--- src/bqhr_pkg.sv ---
package bqhr_pkg;

   // line store geometry
   localparam int MAX_LINE_WIDTH   = 2048;
   localparam int COL_W            = $clog2(MAX_LINE_WIDTH);
   localparam int BANK_DEPTH       = MAX_LINE_WIDTH / 2;
   localparam int BANK_AW          = COL_W - 1;

   // frame geometry
   localparam int MAX_FRAME_HEIGHT = 4096;
   localparam int ROW_W            = 12;

   // register and payload widths
   localparam int PIX_W            = 8;
   localparam int LW_W             = 12;
   localparam int FH_W             = 13;
   localparam int CSR_IDX_W        = 1;
   localparam int CSR_DATA_W       = 13;

   localparam logic [LW_W-1:0] RESET_LINE_WIDTH   = 12'd1360;
   localparam logic [FH_W-1:0] RESET_FRAME_HEIGHT = 13'd1024;

   // register indexes
   localparam logic [CSR_IDX_W-1:0] REG_LINE_WIDTH   = 1'd0;
   localparam logic [CSR_IDX_W-1:0] REG_FRAME_HEIGHT = 1'd1;

   // what the raster position says about the pixel at the input
   typedef struct packed {
      logic               emit;     // lower-right of a complete quad
      logic               last;     // final quad of the frame
      logic               hold;     // lower-left of a complete quad
      logic               wr_even;  // even row, even column
      logic               wr_odd;   // even row, odd column
      logic [BANK_AW-1:0] addr;     // column pair
   } step_type;

endpackage

--- src/bqhr_raster.sv ---
module bqhr_raster (
   input  logic                              clock,
   input  logic                              reset,
   input  logic                              csr_we,
   input  logic [bqhr_pkg::CSR_IDX_W-1:0]    csr_index,
   input  logic [bqhr_pkg::CSR_DATA_W-1:0]   csr_wdata,
   input  logic                              accept,
   output bqhr_pkg::step_type                step
);
   import bqhr_pkg::*;

   logic [LW_W-1:0]  line_width_ff, line_width_in;
   logic [FH_W-1:0]  frame_height_ff, frame_height_in;
   logic [COL_W-1:0] col_ff, col_in;
   logic [ROW_W-1:0] row_ff, row_in;

   logic [COL_W:0]   eff_w, wq, col_ext, col_inc;
   logic [FH_W-1:0]  eff_h, hq, row_ext, row_inc;
   logic             odd_row, in_quad, col_wrap, row_wrap;

   // configuration registers
   always_comb begin
      line_width_in   = line_width_ff;
      frame_height_in = frame_height_ff;
      if (csr_we) begin
         case (csr_index)
            REG_LINE_WIDTH:   line_width_in   = csr_wdata[LW_W-1:0];
            REG_FRAME_HEIGHT: frame_height_in = csr_wdata[FH_W-1:0];
            default: ;
         endcase
      end
   end

   // clamped frame geometry and quad-aligned bounds
   always_comb begin
      if (line_width_ff < LW_W'(2)) begin
         eff_w = (COL_W+1)'(2);
      end else if (32'(line_width_ff) > MAX_LINE_WIDTH) begin
         eff_w = (COL_W+1)'(MAX_LINE_WIDTH);
      end else begin
         eff_w = (COL_W+1)'(line_width_ff);
      end
      if (frame_height_ff < FH_W'(2)) begin
         eff_h = FH_W'(2);
      end else if (32'(frame_height_ff) > MAX_FRAME_HEIGHT) begin
         eff_h = FH_W'(MAX_FRAME_HEIGHT);
      end else begin
         eff_h = frame_height_ff;
      end
      wq = {eff_w[COL_W:1], 1'b0};
      hq = {eff_h[FH_W-1:1], 1'b0};
   end

   // decode the current position
   always_comb begin
      col_ext  = {1'b0, col_ff};
      row_ext  = FH_W'(row_ff);
      col_inc  = col_ext + (COL_W+1)'(1);
      row_inc  = row_ext + FH_W'(1);
      col_wrap = col_inc >= eff_w;
      row_wrap = row_inc >= eff_h;
      odd_row  = row_ff[0];
      in_quad  = odd_row && (row_ext < hq) && (col_ext < wq);

      step.emit    = in_quad && col_ff[0];
      step.hold    = in_quad && !col_ff[0];
      step.last    = (row_ext == hq - FH_W'(1)) && (col_ext == wq - (COL_W+1)'(1));
      step.wr_even = !odd_row && !col_ff[0];
      step.wr_odd  = !odd_row && col_ff[0];
      step.addr    = col_ff[COL_W-1:1];
   end

   // raster advance on each input beat
   always_comb begin
      col_in = col_ff;
      row_in = row_ff;
      if (accept) begin
         if (col_wrap) begin
            col_in = '0;
            row_in = row_wrap ? '0 : row_inc[ROW_W-1:0];
         end else begin
            col_in = col_inc[COL_W-1:0];
         end
      end
   end

   always_ff @(posedge clock) begin
      if (reset) begin
         line_width_ff   <= RESET_LINE_WIDTH;
         frame_height_ff <= RESET_FRAME_HEIGHT;
         col_ff          <= '0;
         row_ff          <= '0;
      end else begin
         line_width_ff   <= line_width_in;
         frame_height_ff <= frame_height_in;
         col_ff          <= col_in;
         row_ff          <= row_in;
      end
   end

endmodule

--- config.mk ---
export PLATFORM = sky130hd
export DESIGN_NAME = bqhr_raster
export DESIGN_NICKNAME = d
export VERILOG_FILES = /design/src/bqhr_pkg.sv /design/src/bqhr_raster.sv
export SDC_FILE = /design/constraint.sdc
export NUM_CORES = 1
export LEC_CHECK = 0
export BUFFER_PORTS_ARGS = -buffer_cell sky130_fd_sc_hd__buf_2
export CAP_MARGIN = 25
export CORE_ASPECT_RATIO = 1.1
export CORE_MARGIN = 1.5
export CORE_UTILIZATION = 65
export DETAILED_ROUTE_END_ITERATION = 6
export GPL_TIMING_DRIVEN = 0
export PLACE_DENSITY = 0.85
export SLEW_MARGIN = 5
export SYNTH_ARGS = -nofsm -noshare
export SYNTH_HDL_FRONTEND = slang
export SYNTH_SLANG_ARGS = --single-unit
--- constraint.sdc ---
create_clock -name clock -period 6 [get_ports clock]
set_clock_uncertainty 0.05 [all_clocks]
set_input_delay 0.9 -clock clock [delete_from_list [all_inputs] [get_ports clock]]
set_output_delay 0.9 -clock clock [all_outputs]
set_load 0.02 [all_outputs]
==> results.yml, run 1 <==
sta:
  hold_violations: 0
  tns_ns: 0
  grt_setup_unrepaired: "no"
  maxSlewHeadroom: 0.533
  period_minus_slack_ns: 5.18
  finalCritPeriodShare: 0.863
  maxSlewViolCount: 0
  max_freq_ghz: 0.193
  setup_viol: 0
  tightest_slew_ns: 0.700
synthesis:
  syn_inst: 551
  synth_top_area_cell: "dfxtp_1"
  synth-seq-area-share: 0.226
  ys_top_cells_by_count: "85 x nand2_1, 50 x ha_1, 48 x dfxtp_1"
  syn_area_sq_um: 4250
  ys_warn_count: 0
  ys_ff_latch: 48
  synthTopCellsByArea: "dfxtp_1 23%, ha_1 15%, nand2_1 7.5%"
  synthDistinctLibCells: 60
  synth_flop_cell: "dfxtp_1"
  synth_most_common_cell: "nand2_1"
  postSynth.asyncResetShare: 0
  synthesis.nets: 619
  post_synth.cell_area_avg_sq_um: 7.72
  synth_top_area_frac: 0.226
  synth_edf_count: 0
clocking:
  cts.path.max_buffers: 2
  cts_made_buffers: 5
  clkLatencyLatePin_ns: 0.31
  holdBufCountCts: 0
  cts.clk_slew.worst_paths_ns: 0.08
  cts.repair.resized: 0
  cts_tree: "built"
  post_cts_buffers: 0
  htree_levels: 2
  cts-root-buf: "clkbuf_8"
  cts.sinks: 48
power:
  p_sw_frac: 0.302
  ir_worst_vdd_mv: 0.144
  switchingPower_uw: 221
  power_density_nw_per_um2: 159
  seq_power_share: 0.464
  pwr-share-comb: 0.216
  intPower_uw: 511
  leakage_nw: 2.08
  pwr-share-clk: 0.320
placement:
  io_buffers: 31
  gp_congestion: 0.902
  dpl.hpwl_mm: 8.60
  place_inst: 662
layout:
  area_growth_pct: 8.33
  fin_nets: 657
  multiInputGateArea_sq_um: 3040
  layout-drive-gt1-share: 0.105
  fill_cells: 527
  seq_area_sq_um: 961
  finalNonFillerCells: 668
  insertedDiodeCount: 0
run:
  max_cap_viol_count: 0
setup_path:
  cp-end-kind: "output pin"
  startpoint_type: "flip-flop"
  path_cells: "nor4_2, nand2_1, nor3b_1, nor2_1, nor2_1, inv_1, ha_1, xnor2_1, or4_1, nor4_1, nand4_1, or4_4, nor4_2, buf_2"
  worst-path-buf-inv: 2
  worstPathArrival_ns: 4.23
  cp_top_family: "simple AND/OR/NAND/NOR gates"
  path_class: "reg -> out"
  cp.required_ns: 5.05
  critPathMaxFanout: 6
  critical_path.max_stage_delay_ns: 0.53
  cp_slowest_cell: "nor4_2"
grt:
  overflow: 0
  grt_pass1_vias: 3916
  grt_max_degree: 14
  grt_pass1_wl_mm: 18.0
  antenna_found_initial: 0
  grt_usage: 0.328
run_status:
  status: "complete, no violations"
route:
  wl_per_cell_um: 16.6
  remaining_drc_errors: 0
  vias: 4186
  totalWireLength_mm: 11.1
  viasPerCell: 6.27
  drt_iter0_markers: 301
  ant_nets: 0
  drt_first_pass_iters: 5
floorplanning:
  die_w_um: 80.1
  core_sq_um: 6230
  dieArea_sq_um: 7040
  fp.dieH_um: 87.8
  num_rows: 30
  ios: 33
  start_util: 0.683
worst_hold_path:
  hold_path_class: "reg -> reg"
[layer usage]
layer / share of wire / vias up / global-route usage
met1: 0.43 / 1969 / 0.397
met5: 0 / - / 0
li1: - / 2054 / -
met4: 0.029 / 0 / 0.141
met2: 0.50 / 135 / 0.578
met3: 0.043 / 28 / 0.0469
[worst paths after layout]
path	cells past startpoint	from	to	slack [ns]
worst max-delay path	14	line_width_ff[3]	step[13]	0.82
worst min-delay path	2	line_width_ff[0]	line_width_ff[0]	0.41
worst max register to register	14	line_width_ff[3]	row_ff[8]	2.01
worst min register to register	2	line_width_ff[0]	line_width_ff[0]	0.41
[cell families after synthesis]
family	count (synthesis)	share of synthesized area
multiplexers	5	0.0121
adder cells (fa/ha/maj)	50	0.147
flip-flops	48	0.226
buffers and inverters	53	0.0594
AND/OR/NAND/NOR	220	0.264
AO/OA/AOI/OAI	135	0.209
XOR/XNOR	40	0.0824
[registers in the layout, summed over array words and instances (netlist names)]
name and cells:
frame_height_ff 13, line_width_ff 12, row_ff 12, col_ff 11
[cells in the final DEF (no fill, tap or decap), types with 5 or more instances in the layout]
cell type,n
clkbuf_8,5
nor3b_1,16
a21oi_1,44
and3_1,16
ha_1,50
xnor2_1,19
a21o_1,10
clkbuf_1,24
dfxtp_1,48
buf_2,32
nor2b_1,9
nor2_1,26
xor2_1,21
nand3_1,21
inv_1,14
o21a_1,9
nor3_1,10
buf_4,10
a32o_1,12
nand4_1,6
nand2b_1,5
nand2_1,85
o21ai_0,25
nor4_1,6
[power by group through the flow]
| stage | Clock (mW) | Combinational, mW | Sequential (mW) |
|---|---|---|---|
| 6_report | 0.234 | 0.158 | 0.340 |
| 3_3_place_gp | 0 | 0.148 | 0.347 |
| 3_5_place_dp | 0 | 0.154 | 0.347 |
| 5_1_grt | 0.248 | 0.177 | 0.342 |
| 2_1_floorplan | 0 | 0.116 | 0.344 |
| 4_1_cts | 0.235 | 0.156 | 0.340 |
[metrics by stage]
stage	hold slack, ns	cell area (sq um)	setup WS, ns	total power [mW]	util
floorplan	0.382	4250	1.49	0.459	-
global route	0.435	4610	0.554	0.767	0.739
finish	0.409	4610	0.821	0.732	0.739
detailed placement	0.397	4510	1.15	0.502	0.723
global placement	0.396	4510	1.36	0.495	0.723
CTS	0.410	4610	0.816	0.730	0.739
[tightest hold or removal path, stage by stage (launching register included)]
cell and delay [ns]:
dfxtp_1 0.31, nand2_1 0.05, a21oi_1 0.05
[final cells by class]
cell class / instances / share of cell area
multi-input cells: 450 / 0.660
flip-flops and latches: 48 / 0.209
plain buffers: 38 / 0.0426
repair buffers: 31 / 0.0337
well taps: 80 / 0.0217
clock buffers: 5 / 0.0149
inverters: 15 / 0.0122
clock inverters: 1 / 0.00652
No activity file was read; power rests on OpenSTA's default activity.
==> run 2: changes to the inputs <==
CORE_UTILIZATION = 59   (was 65)
PLACE_DENSITY = 0.79   (was 0.85)
==> run 2 against run 1 <==
Against the previous run: sequential power is essentially flat; cell area did not move; setup slack gained 0.12 ns; critical endpoint unchanged; largest cell class unchanged; largest power group unchanged; highest routed layer unchanged.
==> results.yml, run 2 (same netlist as run 1, synthesis figures left out) <==
floorplanning:
  num_rows: 32
  fp.dieH_um: 92.0
  ios: 33
  core_sq_um: 7010
  dieArea_sq_um: 7730
  die_w_um: 84.0
  start_util: 0.607
sta:
  tns_ns: 0
  finalCritPeriodShare: 0.844
  grt_setup_unrepaired: "no"
  tightest_slew_ns: 0.660
  maxSlewHeadroom: 0.560
  hold_violations: 0
  fin_hold_ws_ns: 0.424
  maxSlewViolCount: 0
  setup_viol: 0
  max_freq_ghz: 0.197
  period_minus_slack_ns: 5.06
layout:
  largest_register_ffs: 13
  finish.instance_area_sq_um: 4610
  regMostFlops: "frame_height_ff"
  fin_nets: 657
  layout_common_cells: "85 x nand2_1, 50 x ha_1, 48 x dfxtp_1"
  area_growth_pct: 8.33
  final_common_cell: "nand2_1"
  post-route-util: 0.658
  layout-drive-gt1-share: 0.108
  reg_top3: "frame_height_ff (13), line_width_ff (12), row_ff (12)"
  insertedDiodeCount: 0
placement:
  gp_congestion: 0.898
  io_buffers: 31
  place_area_sq_um: 4510
  dpl.hpwl_mm: 8.41
grt:
  antenna_found_initial: 0
  grt_pass1_vias: 3739
  grt_usage: 0.279
  grt_pass1_wl_mm: 17.6
  overflow: 0
  grt_max_degree: 15
power:
  power_density_nw_per_um2: 153
  ir_worst_vdd_mv: 0.110
  finalPower_uw: 705
  switchingPower_uw: 221
  seq_power_share: 0.482
  p_sw_frac: 0.314
  pwr-share-clk: 0.297
  pwr-share-comb: 0.221
  intPower_uw: 484
  leakage_nw: 2.08
route:
  ant_nets: 0
  wl_per_cell_um: 15.9
  remaining_drc_errors: 0
  drt_first_pass_iters: 5
  totalWireLength_mm: 10.8
  vias: 4069
  viasPerCell: 6.03
  drt_iter0_markers: 195
setup_path:
  startpoint_type: "flip-flop"
  path_class: "reg -> out"
  cp-end-kind: "output pin"
  cp.required_ns: 5.05
  worstPathArrival_ns: 4.11
  critPathMaxFanout: 6
run_status:
  status: "complete, no violations"
clocking:
  holdBufCountCts: 0
  cts_tree: "built"
  htree_levels: 2
  cts.path.max_buffers: 2
  cts_made_buffers: 5
  clkLatencyLatePin_ns: 0.31
  cts.repair.resized: 0
  cts.sinks: 48
  cts-root-buf: "clkbuf_8"
  cts.clk_slew.worst_paths_ns: 0.10
  post_cts_buffers: 0
worst_hold_path:
  hold_path_class: "reg -> reg"
run:
  max_cap_viol_count: 0
## run 2: cell count changes in the layout (fill, tap and decap cells not counted)
cell       delta
clkinv_2      +2
bufinv_16     -1
clkbuf_8      +1
## run 2: area by class of cell
class                           instances  area (sq um)
Fill cell                             655          2400
Tap cell                               85           106
Inverter                               15          56.3
Clock buffer                            6          82.6
Clock inverter                          2          10.0
Buffer                                 38           196
Timing Repair Buffer                   31           155
Multi-Input combinational cell        450          3040
Sequential cell                        48           961
## run 2: critical path, cell delays in order, from the launching register on
cell and delay [ns]:
dfxtp_1 0.38, nor4_2 0.54, nand2_1 0.17, nor3b_1 0.23, nor2_1 0.07, nor2_1 0.14
inv_1 0.09, ha_1 0.29, xnor2_1 0.12, or4_1 0.40, nor4_1 0.24, nand4_1 0.14
or4_4 0.51, nor4_2 0.28, buf_2 0.20
## run 2: worst paths after layout
check | start | end | slack (ns) | depth (start not counted)
hold / removal | line_width_ff[0] | line_width_ff[0] | 0.42 | 2
setup reg to reg | row_ff[0] | row_ff[8] | 2.05 | 15
hold reg to reg | line_width_ff[0] | line_width_ff[0] | 0.42 | 2
setup / recovery | line_width_ff[3] | step[13] | 0.94 | 14
## run 2: per-layer routing
layer | track usage | wire (um) | vias up
met4 | 0.0710 | 163 | 0
met1 | 0.353 | 4950 | 1916
li1 | - | - | 2056
met5 | 0 | 0 | -
met2 | 0.500 | 5340 | 82
met3 | 0.0324 | 312 | 15
## run 2: per-stage QoR
step / std cells / setup slack [ns]
floorplan: 551 / 1.49
global placement: 667 / 1.34
detailed placement: 667 / 1.29
CTS: 675 / 0.958
global route: 675 / 0.617
finish: 675 / 0.937
## run 2: power by group through the flow
stage                     Sequential, mW  Combinational [mW]  Clock [mW]
after floorplan                    0.344               0.116           0
after global placement             0.347               0.149           0
after detailed placement           0.347               0.152           0
after CTS                          0.340               0.154       0.209
after global routing               0.342               0.175       0.224
final                              0.340               0.156       0.209
==> run 3: changes to the inputs <==
ABC_AREA = 1   (was unset)
CORE_UTILIZATION = 56   (was 59)
PLACE_DENSITY = 0.78   (was 0.79)
clock period = 4.3 ns   (was 6 ns; I/O delays follow)
==> run 3 against run 2 <==
Against the previous run: clock power rose by 91%; critical path depth increased by 5; first-iteration DRC count up 32%; flip-flop and latch count is the same; critical path type unchanged.
==> results.yml, run 3 <==
run_status:
  status: "complete, no violations"
route:
  wl_per_cell_um: 13.6
  drt_first_pass_iters: 5
  totalWireLength_mm: 11.1
  viasPerCell: 5.41
  remaining_drc_errors: 0
  ant_nets: 0
  vias: 4403
  drt_iter0_markers: 258
synthesis:
  synth_top_area_cell: "dfxtp_1"
  synthTopCellsByArea: "dfxtp_1 22%, ha_1 14%, nand2_1 12%"
  synth_top_area_frac: 0.222
  synth_flop_cell: "dfxtp_1"
  synth-seq-area-share: 0.222
  ys_warn_count: 0
  synth_most_common_cell: "nand2_1"
  syn_inst: 670
  synthesis.nets: 738
  synthDistinctLibCells: 41
  post_synth.cell_area_avg_sq_um: 6.45
  syn_area_sq_um: 4320
  synth_edf_count: 0
  postSynth.asyncResetShare: 0
  ys_ff_latch: 48
  ys_top_cells_by_count: "142 x nand2_1, 93 x nor2_1, 72 x inv_1"
worst_hold_path:
  hold_path_class: "reg -> reg"
  hp-start: "line_width_ff[3]"
grt:
  grt_usage: 0.277
  overflow: 0
  antenna_found_initial: 0
  grt_pass1_wl_mm: 18.4
  grt_max_degree: 17
  grt_pass1_vias: 4073
setup_path:
  cp-end-kind: "output pin"
  rr_startpoint: "row_ff[0]"
  startpoint: "frame_height_ff[4]"
  startpoint_type: "flip-flop"
  worstPathArrival_ns: 3.05
  cp.required_ns: 3.61
  critPathMaxFanout: 8
  path_class: "reg -> out"
layout:
  post-route-util: 0.635
  area_growth_pct: 9.82
  finalNonFillerCells: 814
  fin_nets: 776
  final_common_cell: "nand2_1"
  layout-drive-gt1-share: 0.102
  reg_top3: "frame_height_ff (13), line_width_ff (12), row_ff (12)"
  insertedDiodeCount: 0
  seq_area_sq_um: 961
  finish.instance_area_sq_um: 4740
  largest_register_ffs: 13
  fill_cells: 717
  layout_common_cells: "142 x nand2_1, 93 x nor2_1, 72 x inv_1"
  regMostFlops: "frame_height_ff"
  multiInputGateArea_sq_um: 2890
sta:
  tightest_slew_ns: 0.519
  period_minus_slack_ns: 3.75
  finalCritPeriodShare: 0.872
  grt_setup_unrepaired: "no"
  maxSlewViolCount: 0
  hold_violations: 0
  maxSlewHeadroom: 0.649
  setup_viol: 0
  tns_ns: 0
  max_freq_ghz: 0.267
clocking:
  cts.clk_slew.worst_paths_ns: 0.10
  htree_levels: 2
  cts-root-buf: "clkbuf_8"
  cts_tree: "built"
  cts.sinks: 48
  clkLatencyLatePin_ns: 0.31
  cts_made_buffers: 5
  cts.repair.resized: 0
  cts.path.max_buffers: 2
  holdBufCountCts: 0
  post_cts_buffers: 0
power:
  leakage_nw: 2.39
  ir_worst_vdd_mv: 0.173
  power_density_nw_per_um2: 250
  finalPower_mw: 1.19
floorplanning:
  ios: 33
  fp.dieH_um: 95.1
  start_util: 0.578
  dieArea_sq_um: 8250
  core_sq_um: 7470
  num_rows: 33
  die_w_um: 86.7
run:
  max_cap_viol_count: 0
placement:
  io_buffers: 31
  dpl.hpwl_mm: 9.04
  gp_congestion: 0.933
  place_inst: 806
  place_area_sq_um: 4610
[run 3: cell types whose count changed after synthesis, moves of 16 or more]
cell	previous run	this run
inv_1	14	72
nand2_1	85	142
nand3_1	21	49
nor2_1	26	93
nor3b_1	16	0
o21ai_0	25	41
xnor2_1	19	0
[run 3: where the power goes]
group / switching, mW / internal (mW) / leakage (nW)
clock network: 0.165 / 0.234 / 0.0687
logic: 0.199 / 0.109 / 1.93
registers: 0.0188 / 0.462 / 0.392
[run 3: final timing paths]
path / cells past startpoint / to / slack (ns)
max: 19 / step[13] / 0.55
min reg2reg: 2 / line_width_ff[3] / 0.43
max reg2reg: 15 / row_ff[6] / 0.72
min: 2 / line_width_ff[3] / 0.43
[run 3: through the flow]
stage               hold slack (ns)  setup WS, ns
finish                        0.434         0.550
global route                  0.464         0.251
CTS                           0.435         0.567
detailed placement            0.424         0.864
global placement              0.417         0.894
floorplan                     0.394          1.37
[run 3: cells by family after synthesis]
logic type      count (synthesis)  share of synthesized area
fa+ha+maj                      50                      0.145
compound gates                116                      0.150
buf+inv                       105                      0.109
xor+xnor                       25                     0.0507
flops                          48                      0.222
simple gates                  326                      0.323
[run 3: area by class of cell]
cell class                 instances  share of cell area
inverter                          74              0.0586
buffer                            31              0.0404
timing repair buffer              31              0.0327
multi-input combinational        517               0.609
clock buffer                       5              0.0145
tap                              105              0.0277
clock inverter                     3              0.0145
sequential                        48               0.203
[run 3: per-layer routing]
layer / global-route usage / up-vias / part of all wire
met5: 0 / - / 0
met4: 0.0793 / 0 / 0.016
met3: 0.0268 / 13 / 0.036
met2: 0.516 / 102 / 0.51
met1: 0.338 / 2021 / 0.43
li1: - / 2267 / -
[run 3: worst max-delay path, stage by stage (launching register included)]
cell and delay, ns:
dfxtp_1 0.33, clkbuf_4 0.19, nor2_1 0.06, nand2_1 0.07
nor2_2 0.05, nand2_2 0.07, nand2_4 0.09, a21oi_1 0.40
ha_1 0.33, inv_1 0.09, a21oi_1 0.18, nand2_1 0.08
nand2_1 0.08, nand2_1 0.06, nand2_1 0.08, nand2_1 0.05
nor2_1 0.08, nand3_1 0.09, nor3_2 0.16, buf_2 0.20
